**config.mk**
```make
export PLATFORM = sky130hd
export DESIGN_NAME = slcan_ascii_frame_parser
export DESIGN_NICKNAME = d
export VERILOG_FILES = /design/src/rtl/slcan_pkg.sv /design/src/rtl/slcan_queue.sv /design/src/rtl/slcan_front.sv /design/src/rtl/slcan_back.sv /design/src/rtl/slcan_ascii_frame_parser.sv
export SDC_FILE = /design/constraint.sdc
export NUM_CORES = 1
export LEC_CHECK = 0
export BUFFER_PORTS_ARGS = -buffer_cell sky130_fd_sc_hd__buf_2
export CAP_MARGIN = 20
export CORE_AREA = 2 2 186 97
export CTS_BUF_LIST = sky130_fd_sc_hd__clkbuf_8
export DETAILED_ROUTE_END_ITERATION = 16
export DIE_AREA = 0 0 188 99
export GPL_TIMING_DRIVEN = 0
export PLACE_DENSITY = 0.73
export RECOVER_POWER = 50
export SYNTH_ARGS = -nofsm -noshare
export SYNTH_HDL_FRONTEND = slang
export SYNTH_SLANG_ARGS = --single-unit
```
**constraint.sdc**
```tcl
create_clock -name clk -period 8.1 [get_ports clk]
set_input_delay 1.62 -clock clk [delete_from_list [all_inputs] [get_ports clk]]
set_output_delay 1.62 -clock clk [all_outputs]
set_load 0.005 [all_outputs]
```
**src/rtl/slcan_pkg.sv**
```systemverilog
// -----------------------------------------------------------------------------
// Serial-CAN parser package
// Character codes, defaults and the token type passed from front to back.
// -----------------------------------------------------------------------------
package slcan_pkg;

  localparam int DEFAULT_MAX_DATA_BYTES = 8;
  localparam int DATA_PORTS             = 8;
  localparam int QUEUE_DEPTH            = 2;

  localparam logic [7:0] CH_CR    = 8'h0D;
  localparam logic [7:0] CH_BELL  = 8'h07;
  localparam logic [7:0] CH_FRAME = 8'h74;
  localparam logic [7:0] CH_ACK   = 8'h7A;

  typedef enum logic [2:0] {
    TOK_CR,
    TOK_BELL,
    TOK_FRAME,
    TOK_ACK,
    TOK_HEX,
    TOK_OTHER
  } tok_kind_t;

  typedef struct packed {
    tok_kind_t  kind;
    logic [3:0] nibble;
  } tok_t;

endpackage

```
**src/rtl/slcan_queue.sv**
```systemverilog
// -----------------------------------------------------------------------------
// Serial-CAN token queue
// Small register queue that decouples the character front from the parser.
// -----------------------------------------------------------------------------
module slcan_queue
  import slcan_pkg::*;
#(
  parameter int WIDTH = 8,
  parameter int DEPTH = 2
) (
  input  logic             clk,
  input  logic             rst,
  input  logic             wr_en,
  input  logic [WIDTH-1:0] wr_data,
  output logic             full,
  input  logic             rd_en,
  output logic [WIDTH-1:0] rd_data,
  output logic             empty
);

  localparam int PTR_W = (DEPTH > 1) ? $clog2(DEPTH) : 1;
  localparam int CNT_W = $clog2(DEPTH + 1);

  logic [WIDTH-1:0] mem [DEPTH];
  logic [PTR_W-1:0] wr_ptr;
  logic [PTR_W-1:0] rd_ptr;
  logic [CNT_W-1:0] count;
  logic             do_wr;
  logic             do_rd;

  assign full    = (count == CNT_W'(DEPTH));
  assign empty   = (count == '0);
  assign do_wr   = wr_en && !full;
  assign do_rd   = rd_en && !empty;
  assign rd_data = mem[rd_ptr];

  always_ff @(posedge clk) begin
    if (do_wr) begin
      mem[wr_ptr] <= wr_data;
    end
    if (rst) begin
      wr_ptr <= '0;
      rd_ptr <= '0;
      count  <= '0;
    end else begin
      if (do_wr) begin
        wr_ptr <= (wr_ptr == PTR_W'(DEPTH - 1)) ? '0 : wr_ptr + 1'b1;
      end
      if (do_rd) begin
        rd_ptr <= (rd_ptr == PTR_W'(DEPTH - 1)) ? '0 : rd_ptr + 1'b1;
      end
      if (do_wr && !do_rd) begin
        count <= count + 1'b1;
      end else if (do_rd && !do_wr) begin
        count <= count - 1'b1;
      end
    end
  end

endmodule

```
**src/rtl/slcan_front.sv**
```systemverilog
// -----------------------------------------------------------------------------
// Serial-CAN character front
// Accepts received characters and classifies each into a parser token.
// -----------------------------------------------------------------------------
module slcan_front
  import slcan_pkg::*;
(
  input  logic       rx_valid,
  input  logic [7:0] rx_char,
  output logic       rx_stall,
  input  logic       queue_full,
  output logic       push,
  output tok_t       tok
);

  assign rx_stall = queue_full;
  assign push     = rx_valid && !queue_full;

  always_comb begin
    tok.nibble = 4'd0;
    if (rx_char == CH_CR) begin
      tok.kind = TOK_CR;
    end else if (rx_char == CH_BELL) begin
      tok.kind = TOK_BELL;
    end else if (rx_char == CH_FRAME) begin
      tok.kind = TOK_FRAME;
    end else if (rx_char == CH_ACK) begin
      tok.kind = TOK_ACK;
    end else if (rx_char >= 8'h30 && rx_char <= 8'h39) begin
      tok.kind   = TOK_HEX;
      tok.nibble = rx_char[3:0];
    end else if ((rx_char >= 8'h41 && rx_char <= 8'h46) ||
                 (rx_char >= 8'h61 && rx_char <= 8'h66)) begin
      tok.kind   = TOK_HEX;
      tok.nibble = 4'(rx_char[2:0] + 3'd1) + 4'd8;
    end else begin
      tok.kind = TOK_OTHER;
    end
  end

endmodule

```
**src/rtl/slcan_back.sv**
```systemverilog
// -----------------------------------------------------------------------------
// Serial-CAN line parser
// Carries out one token per cycle on the line state, while a held result is not stalled, and holds the result.
// -----------------------------------------------------------------------------
module slcan_back
  import slcan_pkg::*;
#(
  parameter int MAX_DATA_BYTES = DEFAULT_MAX_DATA_BYTES
) (
  input  logic        clk,
  input  logic        rst,
  input  logic        tok_ready,
  input  tok_t        tok,
  output logic        pop,
  output logic        frame_valid,
  input  logic        frame_stall,
  output logic        status,
  output logic [11:0] frame_id,
  output logic [3:0]  frame_length,
  output logic [7:0]  res_data [DATA_PORTS]
);

  localparam int         ACC_W   = 8 * MAX_DATA_BYTES;
  localparam logic [3:0] MAX_LEN = 4'(MAX_DATA_BYTES);

  typedef enum logic [1:0] {
    KIND_NONE,
    KIND_FRAME,
    KIND_ACK,
    KIND_OTHER
  } line_kind_t;

  logic [4:0]       char_position, char_position_next;
  line_kind_t       line_kind, line_kind_next;
  logic             error_seen, error_seen_next;
  logic [11:0]      id_acc, id_acc_next;
  logic [3:0]       length_value, length_value_next;
  logic [ACC_W-1:0] data_acc, data_acc_next;
  logic             emit;
  logic             emit_error;
  logic [5:0]       data_end;
  logic [4:0]       offset;
  logic             is_hex;

  assign pop      = tok_ready && (!frame_valid || !frame_stall);
  assign data_end = 6'd5 + {1'b0, length_value, 1'b0};
  assign offset   = char_position - 5'd5;
  assign is_hex   = (tok.kind == TOK_HEX);

  always_comb begin
    char_position_next = char_position;
    line_kind_next     = line_kind;
    error_seen_next    = error_seen;
    id_acc_next        = id_acc;
    length_value_next  = length_value;
    data_acc_next      = data_acc;
    emit               = 1'b0;
    emit_error         = 1'b0;
    unique case (tok.kind)
      TOK_BELL, TOK_CR: begin
        if (tok.kind == TOK_BELL) begin
          emit       = 1'b1;
          emit_error = 1'b1;
        end else if (char_position == 5'd0 || line_kind == KIND_OTHER) begin
          emit       = 1'b1;
          emit_error = 1'b1;
        end else if (line_kind == KIND_ACK) begin
          emit = 1'b0;
        end else begin
          emit       = 1'b1;
          emit_error = (char_position < 5'd5) || error_seen ||
                       ({1'b0, char_position} < data_end);
        end
        char_position_next = '0;
        line_kind_next     = KIND_NONE;
        error_seen_next    = 1'b0;
        id_acc_next        = '0;
        length_value_next  = '0;
        data_acc_next      = '0;
      end
      TOK_FRAME, TOK_ACK, TOK_HEX, TOK_OTHER: begin
        if (char_position == 5'd0) begin
          if (tok.kind == TOK_FRAME) begin
            line_kind_next = KIND_FRAME;
          end else if (tok.kind == TOK_ACK) begin
            line_kind_next = KIND_ACK;
          end else begin
            line_kind_next = KIND_OTHER;
          end
        end else if (line_kind == KIND_FRAME && !error_seen) begin
          if (char_position <= 5'd3) begin
            if (!is_hex) begin
              error_seen_next = 1'b1;
            end else begin
              id_acc_next = {id_acc[7:0], tok.nibble};
            end
          end else if (char_position == 5'd4) begin
            if (!is_hex || tok.nibble > MAX_LEN) begin
              error_seen_next = 1'b1;
            end else begin
              length_value_next = tok.nibble;
            end
          end else if ({1'b0, char_position} < data_end) begin
            if (!is_hex) begin
              error_seen_next = 1'b1;
            end else begin
              for (int i = 0; i < MAX_DATA_BYTES; i++) begin
                if (offset[4:1] == 4'(i)) begin
                  if (offset[0]) begin
                    data_acc_next[8*i +: 4] = data_acc[8*i +: 4] | tok.nibble;
                  end else begin
                    data_acc_next[8*i+4 +: 4] = data_acc[8*i+4 +: 4] | tok.nibble;
                  end
                end
              end
            end
          end
        end
        if (char_position != 5'd31) begin
          char_position_next = char_position + 5'd1;
        end
      end
      default: begin
        emit = 1'b0;
      end
    endcase
  end

  always_ff @(posedge clk) begin
    if (rst) begin
      char_position <= '0;
      line_kind     <= KIND_NONE;
      error_seen    <= 1'b0;
      id_acc        <= '0;
      length_value  <= '0;
      data_acc      <= '0;
      frame_valid   <= 1'b0;
    end else begin
      if (pop) begin
        char_position <= char_position_next;
        line_kind     <= line_kind_next;
        error_seen    <= error_seen_next;
        id_acc        <= id_acc_next;
        length_value  <= length_value_next;
        data_acc      <= data_acc_next;
      end
      if (pop && emit) begin
        frame_valid <= 1'b1;
      end else if (!frame_stall) begin
        frame_valid <= 1'b0;
      end
    end
    if (pop && emit) begin
      status       <= emit_error;
      frame_id     <= emit_error ? 12'd0 : id_acc;
      frame_length <= emit_error ? 4'd0 : length_value;
      for (int i = 0; i < DATA_PORTS; i++) begin
        if (i < MAX_DATA_BYTES && !emit_error) begin
          res_data[i] <= data_acc[8*i +: 8];
        end else begin
          res_data[i] <= 8'd0;
        end
      end
    end
  end

endmodule

```
**src/rtl/slcan_ascii_frame_parser.sv**
```systemverilog
// -----------------------------------------------------------------------------
// Serial-CAN ASCII frame parser
// Parses 't' III L DD..DD CR receive lines into CAN frame results.
// -----------------------------------------------------------------------------
// One character is accepted per cycle and the parser keeps that pace without
// gaps while the result side is not stalled. A character passes the classifying
// front, waits in a two-entry token queue and is applied by the line parser,
// which handles one token per cycle. A result is registered on the frame port
// when the parser applies the bell or carriage return that ends a line, but
// a carriage return ending a 'z' line gives none. The output register holds a
// result under stall while the queue keeps taking characters until it fills.
module slcan_ascii_frame_parser
  import slcan_pkg::*;
#(
  parameter int MAX_DATA_BYTES = DEFAULT_MAX_DATA_BYTES
) (
  input  logic        clk,
  input  logic        rst,
  input  logic        rx_valid,
  output logic        rx_stall,
  input  logic [7:0]  rx_char,
  output logic        frame_valid,
  input  logic        frame_stall,
  output logic        status,
  output logic [11:0] frame_id,
  output logic [3:0]  frame_length,
  output logic [7:0]  data_byte_0,
  output logic [7:0]  data_byte_1,
  output logic [7:0]  data_byte_2,
  output logic [7:0]  data_byte_3,
  output logic [7:0]  data_byte_4,
  output logic [7:0]  data_byte_5,
  output logic [7:0]  data_byte_6,
  output logic [7:0]  data_byte_7
);

  tok_t       front_tok;
  tok_t       back_tok;
  logic       push;
  logic       pop;
  logic       queue_full;
  logic       queue_empty;
  logic [7:0] res_data [DATA_PORTS];

  slcan_front u_front (
    .rx_valid   (rx_valid),
    .rx_char    (rx_char),
    .rx_stall   (rx_stall),
    .queue_full (queue_full),
    .push       (push),
    .tok        (front_tok)
  );

  slcan_queue #(
    .WIDTH ($bits(tok_t)),
    .DEPTH (QUEUE_DEPTH)
  ) u_queue (
    .clk     (clk),
    .rst     (rst),
    .wr_en   (push),
    .wr_data (front_tok),
    .full    (queue_full),
    .rd_en   (pop),
    .rd_data (back_tok),
    .empty   (queue_empty)
  );

  slcan_back #(
    .MAX_DATA_BYTES (MAX_DATA_BYTES)
  ) u_back (
    .clk          (clk),
    .rst          (rst),
    .tok_ready    (!queue_empty),
    .tok          (back_tok),
    .pop          (pop),
    .frame_valid  (frame_valid),
    .frame_stall  (frame_stall),
    .status       (status),
    .frame_id     (frame_id),
    .frame_length (frame_length),
    .res_data     (res_data)
  );

  assign data_byte_0 = res_data[0];
  assign data_byte_1 = res_data[1];
  assign data_byte_2 = res_data[2];
  assign data_byte_3 = res_data[3];
  assign data_byte_4 = res_data[4];
  assign data_byte_5 = res_data[5];
  assign data_byte_6 = res_data[6];
  assign data_byte_7 = res_data[7];

endmodule

```
* Word level (Yosys, flattened, before mapping) *
Memories as Yosys holds them, arrays and structs flattened. A register that Yosys moved wholly into a read port is not among the register bits.
Cells that the tools add are included.

operators by class
  mux-type cells = 85
  reduce and logical (&&, ||, !) cells = 54
  $lt $le $gt $ge = 10
  bitwise gates (word level) = 16
  add/subtract/negate cells = 9
  equality and inequality tests = 46

operators by type and width
  cell                number
  $mux 64             6
  $reduce_and 10->1   16
  $pmux 64 s2         1
  $mux 4              26
  $mux 8              8
  $or 4x4->4          16
  $mux 12             4
  $ne 2x1->1 const B  17
  $mux 1              25
  $pmux 12 s2         1
  $eq 4x3->1 const B  4
  $eq 8x7->1 const B  2
  $ge 8x7->1 const B  2
  $le 8x7->1 const B  2
  $mux 3              4
  $reduce_and 6->1    2
  $logic_and 1x1->1   11
  $mux 5              2
  $ne 2x2->1 const B  5
  $pmux 5 s2          1
  $eq 4x2->1 const B  2
  $eq 8x3->1 const B  1
  $eq 8x4->1 const B  1
  $ge 8x6->1 const B  1
  38 further kinds    60

word-level totals
  memories kept = 1
  register bits after elaboration = 174
  RAM bits = 14

memory list
  name         words  width  read ports  clocked after Yosys merged registers in  write ports  line               text
  u_queue.mem  2      7      1           1                                        1            slcan_queue.sv:24  logic [WIDTH-1:0] mem [DEPTH];

* Logic depth before layout (Yosys ltp) *
  depth after elaboration = 10
  mapped depth = 9

* By module *
From an unflattened synthesis, not the netlist that was laid out.

second synthesis, totals
  cell total of the unflattened synthesis = 641
  area total of the unflattened synthesis = 7,811.2 sq um

modules (own cells, without submodules)
  module                    times used  area each (sq um)  cells an instance  sequential area each (sq um)
  slcan_back                1           6,751.5            552                4,214.0
  slcan_queue               1           721.9              47                 520.5
  slcan_front               1           334.1              41                 0.0
  slcan_ascii_frame_parser  1           3.8                1                  0.0

* Worst setup path before layout *
No wires, ideal clock.

  path type = in2reg
  start = in frame_stall
  end = reg u_back.frame_id[0], enable pin
  data arrival time = 7,852 ps
  stages = 4
  path buffers = 1
  required time = 7,478 ps
  slack = -374 ps
  path through = a2bb2oi_2 -> inv_2 -> buf_1 -> nor3_1

on the way
  cells in the longest elaborated chain, start to end = 4

RTL lines
  element               line                            text
  start, declared       slcan_ascii_frame_parser.sv:23  input logic frame_stall,
  $logic_not 1->1       slcan_back.sv:45                assign pop = tok_ready && (!frame_valid || !frame_stall);
  $logic_or 1x1->1      slcan_back.sv:45
  $logic_and 1x1->1     slcan_back.sv:45
  $logic_and 1x1->1     slcan_back.sv:153               if (pop && emit) begin
  end signal, assigned  slcan_back.sv:155               frame_id <= emit_error ? 12'd0 : id_acc;
  end, declared         slcan_back.sv:18                output logic [11:0] frame_id,

Every way passes these cells.
A chain may end at the register's enable or synchronous reset.

* Worst setup path after layout *
  start = in frame_stall
  end = reg u_back.res_data[17] (netlist bit), enable pin

on the way
  cells in the longest elaborated chain, start to end = 4

RTL lines
  element                        line               text
  $logic_not 1->1                slcan_back.sv:45
  $logic_or 1x1->1               slcan_back.sv:45
  $logic_and 1x1->1              slcan_back.sv:45
  $logic_and 1x1->1              slcan_back.sv:153
  end signal, assigned by index  slcan_back.sv:159  res_data[i] <= data_acc[8*i +: 8];
  end, declared                  slcan_back.sv:20   output logic [7:0] res_data [DATA_PORTS]

Every way passes these cells.

==> metrics.txt <==
post-route ant nets=0; Pre-Repair DR Iteration Count=5; CP arrival=around 4.2 ns; final non-filler cell total=1117; mux share of post-synthesis cell area=0.0322; CP startpoint=frame_stall; All-Layer GR Usage=0.228; Max Root-Sink Buffers=2; Main synth FF type=edfxtp_1; main combinational cell family by area after synthesis=compound AO/OA/AOI/OAI gates; MaxCap Viol Count=0; syn nets=782; crit start category=primary input; diodes inserted=0; crit path time final=a little over 4 ns; port buffer count=92; CP endpoint kind=flop; area fraction of the dominant cell type after synthesis=0.344; RePlAce Congestion=0.894; clk slew on worst S/H paths=approximately 0.10 ns; Top Family by Delay on Critical Path=buffers and inverters; crit path max fanout=19; clock share of power=0.294; total CTS buffers=17; post-CTS sizing=0; drt wl/cell=about 19 µm; H-Tree Depth=4; largest net degree at the start of global routing=21; drt total wl=around 21000 µm; DRC=0; Post-Syn Instances=755; clk sinks=189; r2r startpoint=u_queue.count[0]$_SDFFE_PP0P_; number of synthesis warnings=0; Comb power frac=0.235; total grt overflow=0; vias per std cell=around 5.6; number of global-route vias before repair=~5700; Slew Viols, Final=0; chip height=about 99 µm; cell accounting for the most synthesized area=edfxtp_1; root buf cell=clkbuf_8; Slowest-stage cell, CP=nor3_4; outcome=finished clean; Compound-Gate Fraction of Synth Area=0.203; library cells used by synthesis=71; clk_lat worst skew=about 0.48 ns; Sw Share=0.339; post-synthesis xor/xnor area fraction=0.00844; stages on the worst setup path=7; asr flop ratio synth=0; internal power=~1.5 mW; most numerous cell in the Yosys netlist=edfxtp_1; fmax=around 250 MHz; Area contributors post-synth=edfxtp_1 34%, dfxtp_1 23%, a21boi_0 7.2%, o21ai_0 4.5%, a21oi_1 4.1%; crit path to=u_back.res_data[17]$_SDFFCE_PP0P_; Leak=3.44 nW; mapped cell area=between 8000 and 9000 µm²; share of post-route cells with drive strength above 1=0.162; Seq cells post-synth=about 190; io pins=95; global-route wire length before repair=between 30000 and 40000 µm; CP peak stage delay=between 0.8 and 0.9 ns; critical path class=primary input to flop; quantity of hold-fixing buffers added after cts=0; cells on worst reg2reg path=6; initial core utilization=0.489; # rows=34; fillcell total=1490; Avg Cell Area, Syn=11.0 µm²; Hold Crit Class=flop to flop; IR drop worst, VDD=0.123 mV; Core ar.=17000 µm²; post-CTS setup buffers=0; Buf+Inv Stages, Crit Path=5; Flop pwr share=0.471; Post-Synth Adder-Cell Area=0.0253; simple-gate share of the synthesized area=0.131; Seq/Total Area, Yosys=0.570; setup slack, reg-to-reg=4.85 ns; final-report hold violation count=0; Rel. slew slack=0.286; worst slew pin tran=around 1.1 ns; Final nets=897; Die W=188 µm; RSZ-0062 raised after global routing=no; CP cell instances=clkbuf_1 > a2bb2oi_1 > inv_1 > buf_1 > nor3_4 > buf_16 > buf_16; Switch Pwr=between 0.7 and 0.8 mW; initial DRC count=approximately 710; placed instance count=1085; Tot Pwr=approximately 2.3 mW; initial antenna violation count=0; final setup vio count=0; final setup TNS=0 ns; Die ar.=between 15000 and 20000 µm²; RR Endpoint=u_back.res_data[17]$_SDFFCE_PP0P_; Final Cycle Share=0.501; most frequent cells after synthesis=95 x edfxtp_1, 94 x dfxtp_1, 80 x a21boi_0; Layout area overhead=14.9%; post-detail-place hpwl=between 10000 and 15000 µm; WP data required=approximately 8.3 ns; most common cell type on the critical path=buf_16; Max Clock Skew=around 0.022 ns; vias=roughly 6300; EDFF count, synth=between 90 and 100; CTS tree=done; PwrDens=roughly 240 nW/µm²
==> flip-flops by register name (all words and copies together) (netlist names), named ones only <==
| name | flops |
|---|---|
| u_back.length_value | 4 |
| u_back.frame_valid | 1 |
| u_back.res_data | 64 |
| u_back.id_acc | 12 |
| u_queue.wr_ptr | 1 |
| u_queue.mem | 14 |
| u_back.line_kind | 2 |
| u_back.data_acc | 64 |
| u_back.error_seen | 1 |
| u_back.frame_length | 4 |
| u_back.char_position | 5 |
| u_queue.count | 2 |
| u_back.status | 1 |
| u_back.frame_id | 12 |
| u_queue.rd_ptr | 1 |
==> power by group through the flow <==
stage               combinational, mW  clock [mW]  sequential [mW]
floorplan                       0.395           0             1.11
global placement                0.528           0             1.12
detailed placement              0.545           0             1.12
CTS                             0.549       0.687             1.10
global route                    0.603       0.728             1.11
finish                          0.548       0.686             1.10
==> area by class of cell <==
type	count	area (µm²)	share of cell area
Clock inverter	15	215	0.0226
Inverter	14	52.6	0.00551
Clock buffer	17	234	0.0245
Timing Repair Buffer	96	533	0.0559
Sequential cell	189	4730	0.496
Multi-Input combinational cell	509	3290	0.345
Buffer	43	184	0.0193
Tap cell	234	293	0.0307
==> how the worst min path moves through the flow <==
stage / startpoint / to / cells after the start
global route: u_back.data_acc[58]$_SDFFE_PP0P_ / u_back.data_acc[58]$_SDFFE_PP0P_ / 2
finish: u_back.data_acc[60]$_SDFFE_PP0P_ / u_back.data_acc[60]$_SDFFE_PP0P_ / 2
detailed placement: u_back.data_acc[59]$_SDFFE_PP0P_ / u_back.data_acc[59]$_SDFFE_PP0P_ / 2
floorplan: u_back.data_acc[56]$_SDFFE_PP0P_ / u_back.data_acc[56]$_SDFFE_PP0P_ / 2
global placement: u_back.data_acc[59]$_SDFFE_PP0P_ / u_back.data_acc[59]$_SDFFE_PP0P_ / 2
CTS: u_back.data_acc[59]$_SDFFE_PP0P_ / u_back.data_acc[59]$_SDFFE_PP0P_ / 2
==> placed cells by master, fill, tap and decap left out, types with 4 or more instances in the layout <==
master	netlist	routed
nor2_1	69	70
buf_16	0	4
clkinv_8	0	4
o21ai_0	75	82
clkbuf_1	32	64
or4_1	7	7
inv_1	13	14
or3_1	6	6
dfxtp_1	94	94
ha_1	15	15
xnor2_1	5	5
edfxtp_1	95	95
nand3b_1	5	5
clkbuf_8	0	17
nor3_1	6	7
a21oi_1	68	68
nand2_1	26	26
buf_2	7	68
nand3_1	7	7
nor3_2	8	6
nand2b_1	19	19
a21boi_0	80	80
mux2_2	5	4
nand3_2	4	4
a211oi_1	4	4
mux2i_1	17	17
==> per-layer routing <==
metal  vias up  global-route usage  share of wire
met5         -                   0              0
met4         0              0.0478         0.0089
met3        21              0.0666           0.10
met2       294               0.288           0.37
met1      2943               0.371           0.52
li1       3019                   -              -
==> logic make-up after synthesis <==
kind of cell | Yosys count
AOI/OAI and AO/OA | 268
buffers and inverters | 57
adders and majority gates | 17
DFF | 189
xor gates and xnor gates | 8
and+or+nand+nor | 191
muxes | 25
==> worst register-to-register path, cell delays in order (launching register included) <==
cell and delay (ns):
dfxtp_1 0.41, a2bb2oi_1 0.61, inv_1 0.26, buf_1 0.41
nor3_4 0.84, buf_16 0.25, buf_16 0.18
==> through the flow <==
| stage | hold slack [ns] | utilization | area (µm²) | setup WS [ns] |
|---|---|---|---|---|
| global placement | 0.429 | 0.534 | 9060 | 0.250 |
| finish | 0.464 | 0.562 | 9540 | 4.04 |
| floorplan | 0.419 | - | 8310 | 2.14 |
| detailed placement | 0.438 | 0.541 | 9180 | 3.89 |
| CTS | 0.461 | 0.567 | 9630 | 4.37 |
| global route | 0.489 | 0.562 | 9540 | 3.85 |
Power figures use the tool's default switching activity.
